===== config.mk =====
export PLATFORM = sky130hd
export DESIGN_NAME = tlzd_ctrl
export DESIGN_NICKNAME = d
export VERILOG_FILES = /design/src/rtl/tlzd_pkg.sv /design/src/rtl/tlzd_ctrl.sv
export SDC_FILE = /design/constraint.sdc
export NUM_CORES = 1
export LEC_CHECK = 0
export ABC_AREA = 1
export BUFFER_PORTS_ARGS = -buffer_cell sky130_fd_sc_hd__buf_2
export CAP_MARGIN = 20
export CORE_AREA = 2 2 39 41
export CTS_CLUSTER_SIZE = 20
export DETAILED_ROUTE_END_ITERATION = 7
export DIE_AREA = 0 0 41 43
export REMOVE_ABC_BUFFERS = 1
export SYNTH_ARGS = -nofsm -noshare
export SYNTH_HDL_FRONTEND = slang
export SYNTH_SLANG_ARGS = --single-unit

===== constraint.sdc =====
create_clock -name clk -period 1.4 [get_ports clk]
set_input_delay 0.07 -clock clk [delete_from_list [all_inputs] [get_ports clk]]
set_output_delay 0.07 -clock clk [all_outputs]
set_load 0.01 [all_outputs]

===== src/rtl/tlzd_pkg.sv =====
`timescale 1ns / 1ps
`default_nettype none
// ----------------------------------------------------------------------------
// tlzd_pkg
// Shared types and constants for the texture token LZ decoder.
// ----------------------------------------------------------------------------
package tlzd_pkg;

	localparam int TABLE_ENTRIES = 2048;
	localparam int TBL_AW        = 11;
	localparam int MAX_RUN       = 31;
	localparam int S_TDATA_W     = 48;
	localparam int M_TDATA_W     = 40;

	// item commands
	localparam logic [1:0] CMD_DECODE  = 2'd0;
	localparam logic [1:0] CMD_TABLE   = 2'd1;
	localparam logic [1:0] CMD_RESTART = 2'd2;

	// format modes
	localparam logic [2:0] MODE_RAW      = 3'd0;
	localparam logic [2:0] MODE_RGBA16   = 3'd1;
	localparam logic [2:0] MODE_RGBA32   = 3'd2;
	localparam logic [2:0] MODE_IA8      = 3'd3;
	localparam logic [2:0] MODE_IA16_TBL = 3'd4;
	localparam logic [2:0] MODE_RGBA_TBL = 3'd5;
	localparam logic [2:0] MODE_IA8_SIX  = 3'd6;
	localparam logic [2:0] MODE_RAW_ALT  = 3'd7;

	typedef enum logic [3:0] {
		ST_IDLE,
		ST_DECODE,
		ST_LOOKUP,
		ST_LIT_WR,
		ST_EMIT_LIT,
		ST_EMIT_ERR,
		ST_COPY_RD,
		ST_COPY,
		ST_EMIT_CPY
	} state_t;

	typedef struct packed {
		logic load;
		logic table_wr;
		logic restart;
		logic lit_latch;
		logic lit_wr;
		logic copy_first;
		logic copy_wr;
		logic out_lit;
		logic out_err;
		logic out_cpy;
	} ctl_t;

	typedef struct packed {
		logic [1:0] cmd;
		logic       is_raw;
		logic       is_ref;
		logic       bad_dist;
		logic       count_zero;
		logic       byte_last;
		logic       run_last;
		logic       out_free;
	} stat_t;

endpackage
`default_nettype wire


===== src/rtl/tlzd_ctrl.sv =====
`timescale 1ns / 1ps
`default_nettype none
// ----------------------------------------------------------------------------
// tlzd_ctrl
// Sequencer: steps each request through decode, then table write, restart, literal write, error result or unit copy.
// ----------------------------------------------------------------------------
module tlzd_ctrl (
	input  wire logic           clk,
	input  wire logic           arst_n,
	input  wire logic           s_tvalid,
	output logic                s_tready,
	input  tlzd_pkg::stat_t     st,
	output tlzd_pkg::ctl_t      ctl
);

	tlzd_pkg::state_t state_q, state_d;

	always_ff @(posedge clk or negedge arst_n) begin
		if (!arst_n) begin
			state_q <= tlzd_pkg::ST_IDLE;
		end else begin
			state_q <= state_d;
		end
	end

	always_comb begin
		state_d  = state_q;
		ctl      = '0;
		s_tready = 1'b0;
		case (state_q)
			tlzd_pkg::ST_IDLE: begin
				s_tready = 1'b1;
				if (s_tvalid) begin
					ctl.load = 1'b1;
					state_d  = tlzd_pkg::ST_DECODE;
				end
			end
			tlzd_pkg::ST_DECODE: begin
				state_d = tlzd_pkg::ST_IDLE;
				case (st.cmd)
					tlzd_pkg::CMD_TABLE:   ctl.table_wr = 1'b1;
					tlzd_pkg::CMD_RESTART: ctl.restart = 1'b1;
					tlzd_pkg::CMD_DECODE: begin
						if (!st.is_ref)         state_d = tlzd_pkg::ST_LOOKUP;
						else if (st.bad_dist)   state_d = tlzd_pkg::ST_EMIT_ERR;
						else if (!st.count_zero) state_d = tlzd_pkg::ST_COPY_RD;
					end
					default: state_d = tlzd_pkg::ST_IDLE;
				endcase
			end
			tlzd_pkg::ST_LOOKUP: begin
				ctl.lit_latch = 1'b1;
				state_d       = tlzd_pkg::ST_LIT_WR;
			end
			tlzd_pkg::ST_LIT_WR: begin
				ctl.lit_wr = 1'b1;
				if (st.byte_last) state_d = tlzd_pkg::ST_EMIT_LIT;
			end
			tlzd_pkg::ST_EMIT_LIT: begin
				if (st.out_free) begin
					ctl.out_lit = 1'b1;
					state_d     = tlzd_pkg::ST_IDLE;
				end
			end
			tlzd_pkg::ST_EMIT_ERR: begin
				if (st.out_free) begin
					ctl.out_err = 1'b1;
					state_d     = tlzd_pkg::ST_IDLE;
				end
			end
			tlzd_pkg::ST_COPY_RD: begin
				ctl.copy_first = 1'b1;
				state_d        = tlzd_pkg::ST_COPY;
			end
			tlzd_pkg::ST_COPY: begin
				ctl.copy_wr = 1'b1;
				if (st.byte_last) state_d = tlzd_pkg::ST_EMIT_CPY;
			end
			tlzd_pkg::ST_EMIT_CPY: begin
				if (st.out_free) begin
					ctl.out_cpy = 1'b1;
					state_d     = st.run_last ? tlzd_pkg::ST_IDLE : tlzd_pkg::ST_COPY_RD;
				end
			end
			default: state_d = tlzd_pkg::ST_IDLE;
		endcase
	end

endmodule
`default_nettype wire


After elaboration in Yosys (flattened, before gate mapping)
Index checks and enable logic that the tools add are counted.
Operators by class
  add/sub/neg operators: 0
  $mul: 0
  divide/modulo/power cells: 0
  magnitude comparators: 0
  equal/unequal tests: 15
  shift operators: 0
  multiplexer cells: 25
  bitwise logic cells: 0
  reductions and logical operators: 4
Operator list (count)
  $mux 4: 8
  $pmux 4 s8: 1
  $eq 4x3->1 const B: 4
  $mux 1: 13
  $eq 4x2->1 const B: 2
  $ne 2x2->1 const B: 4
  $mux 3: 2
  $reduce_and 5->1: 1
  $eq 4x1->1 const B: 1
  $eq 4x4->1 const B: 1
  $logic_not 4->1: 1
  $eq 2x1->1 const B: 1
  $eq 2x2->1 const B: 1
  $logic_not 2->1: 1
  $mux 2: 1
  $ne 2x1->1 const B: 1
  $reduce_or 2->1: 1
Word-level totals
  flip-flop bits (word level): 4
  latch bits: 0
  bits in writable memories: 0
  bits in read-only memories: 0
  input bits: 12
  output and inout bits: 11
  memories: 0

Logic depth before layout (Yosys ltp)
  depth after elaboration: 5
  mapped depth: 8
  mapped depth without buffers: 8

Worst setup path before layout
Ideal clock, no wire load.
  path type: register to output
  from: reg state_q[2]
  to: out ctl[2] (netlist bit)
  arrival time: 1.024 ns
  required time: 1.330 ns
  setup slack: 0.306 ns
  cell stages (with the launch flop): 5
  path buffers: 0
  cells stage by stage: dfrtp_1 inv_1 nor2_1 inv_1 nor4_1
RTL lines
  start, declared: RTL line tlzd_ctrl.sv:16  | tlzd_pkg::state_t state_q, state_d;
  start signal, assigned: RTL line tlzd_ctrl.sv:20  | state_q <= tlzd_pkg::ST_IDLE;
  start signal, assigned: RTL line tlzd_ctrl.sv:22  | state_q <= state_d;
  end, declared: RTL line tlzd_ctrl.sv:13  | output tlzd_pkg::ctl_t ctl

==> results.py <==
metrics = {
    "floorplanning": {
        "die_y_um": 43,
        "row_count": 14,
        "dieArea_um2": 1760,
        "dieWidth_um": 41,
        "core_um2": 1380,
        "initial_core_util": 0.301,
        "io_pins": 23,
    },
    "worst_setup_path": {
        "worst_setup_path_start_kind": "register",
        "crit_type": "reg -> out",
        "crit_fanout": 4,
        "cp.required_ps": 1330,
        "end_kind": "output pin",
        "arrival_ps": 1250,
    },
    "sta": {
        "post-route-min-period_ps": 1320,
        "holdWs_ps": 114,
        "finalHoldViolations": 0,
        "fin_crit_sh": 0.943,
        "skew_ps": 1.66,
        "max_freq_ghz": 0.757,
        "slew-limit-headroom": 0.864,
        "setup_viol": 0,
        "worst_pin_slew_ps": 203,
        "timing.final.max_slew_violations": 0,
    },
    "grt": {
        "grt_antenna_before_repair": 0,
        "grt_pass1_vias": 433,
        "grt_use_total": 0.149,
        "grt_max_degree": 7,
        "overflow": 0,
        "grt_pass1_wl_mm": 1.70,
    },
    "power": {
        "ir_drop_mv": 0.790,
        "pwr_density_cell_nw_per_um2": 1620,
        "p_leak_nw": 0.403,
    },
    "synthesis": {
        "synthTopCellsByArea": "dfrtp_1 (24%), nand2_1 (21%), inv_1 (14%), nor2_1 (9.0%), nand3_1 (8.4%)",
        "synth_area_um2": 417,
        "syn_area_per_cell_um2": 5.48,
        "ys_ff_latch": 4,
        "yosysSeqAreaShare": 0.240,
        "ys_warn_count": 0,
        "synth_cells": 76,
        "yosys.cell_types.count": 14,
        "synth.largest_area_cell": "dfrtp_1",
        "yosys.area.top_type_share": 0.240,
    },
    "clocking": {
        "cts_tree": "built",
        "clkTransAtPathRegs_ps": 40,
        "htree_levels": 1,
        "clkLatencyLatePin_ps": 230,
        "cts_root_buffer": "clkbuf_4",
        "cts_made_buffers": 3,
        "clkSinkCount": 4,
        "cts_max_path_buffers": 2,
    },
    "routing": {
        "drc": 0,
        "vias_per_cell": 4.51,
        "num_vias": 541,
        "firstDrtPassIters": 4,
        "routed_wl_mm": 1.10,
        "ant_nets": 0,
        "post_drt_wl_per_cell_um": 9.15,
        "drt_iter0_markers": 14,
    },
    "placement": {
        "dp_cells": 113,
        "routabilityCongestion": 0.803,
        "postPlaceCellArea_um2": 542,
        "port_buffers": 21,
        "dp_hpwl_um": 872,
    },
    "layout": {
        "top_register": "state_q",
        "layout_common_cells": "nand2_1 (21), buf_2 (21), inv_1 (12)",
        "fin_cells": 120,
        "reg_top3": "state_q: 4 flops",
        "final_nets": 118,
        "largest_register_ffs": 4,
        "antenna_cells": 0,
        "post-route-util": 0.462,
        "drive_above_1_share": 0.452,
        "design_area_um2": 639,
        "area_growth_pct": 53.5,
    },
    "hold_path": {
        "hold_path.class": "in -> reg",
    },
    "outcome": {
        "outcome": "completed",
    },
    "flow_run": {
        "cap_violations": 0,
    },
}
-- synthesized netlist by cell type, drive strengths merged --
cell type and instances:
dfrtp 4, nor2 13, o21ai 2, nand2 26
nand3 7, a21boi 1, inv 16, nor4 1
nor3 4, a21oi 1, nand3b 1
-- per-stage QoR --
stage,TNS [ps],power (mW),setup slack (ps)
after floorplan,0,0.590,306
after global placement,0,0.741,218
after detailed placement,0,0.751,186
after CTS,0,0.946,30.5
after global routing,-28.4,1.15,-28.4
final,0,1.03,79.2
-- power by group --
group | total [mW] | switching, mW | internal (mW) | leakage [nW]
Combinational | 0.644 | 0.376 | 0.268 | 0.340
Sequential | 0.251 | 0.0890 | 0.162 | 0.0489
Clock | 0.139 | 0.0431 | 0.0956 | 0.0138
Total | 1.03 | 0.508 | 0.526 | 0.403
-- worst max-delay path: stages, from the launching register on --
cell and delay [ps]:
dfrtp_2 450, inv_2 100, nand2_4 60, nor2_4 120
inv_2 50, nor3_2 90, buf_2 150
-- metal layers --
metal,part of all wire,wire length [um],global-route usage,vias to the layer above
met5,0,0,0,-
met4,0.031,34,0.120,0
met3,0.067,74,0.0314,4
met2,0.45,491,0.213,19
met1,0.45,497,0.183,228
li1,-,-,-,290
-- timing repair --
item,CTS,global route
setup buffers,1,2
gates resized for setup,2,13
hold buffers,1,0
endpoints found under the hold margin,4,0
endpoints found under the setup margin,3,5
pin swaps,1,1
-- layout make-up --
type                       instances  area [um^2]
fill                             149          744
multi-input combinational         56          295
timing repair buffer              25          138
sequential                         4          104
inverter                          16         60.1
clock buffer                       3         22.5
tap                               16         20.0
-- logic make-up (layout without fill, tap and decap cells) --
logic type / Yosys count / in the layout / share of synthesized area
AOI/OAI and AO/OA: 4 / 4 / 0.0631
buffers and inverters: 16 / 44 / 0.144
DFF: 4 / 4 / 0.240
and+or+nand+nor: 52 / 52 / 0.553
-- final timing paths --
| check | from | endpoint | slack [ps] | cells after the start |
|---|---|---|---|---|
| worst max-delay path | state_q[1]$_DFFE_PN0P_ | ctl[7] | 80 | 6 |
| worst min-delay path | st[2] | state_q[1]$_DFFE_PN0P_ | 110 | 4 |
| worst max register to register | state_q[1]$_DFFE_PN0P_ | state_q[3]$_DFFE_PN0P_ | 180 | 8 |
| worst min register to register | state_q[2]$_DFFE_PN0P_ | state_q[2]$_DFFE_PN0P_ | 570 | 2 |
| max in group asynchronous | arst_n | state_q[0]$_DFFE_PN0P_ | 1110 | 2 |
| min in group asynchronous | arst_n | state_q[3]$_DFFE_PN0P_ | 160 | 2 |
(Power assumes the default switching activity.)
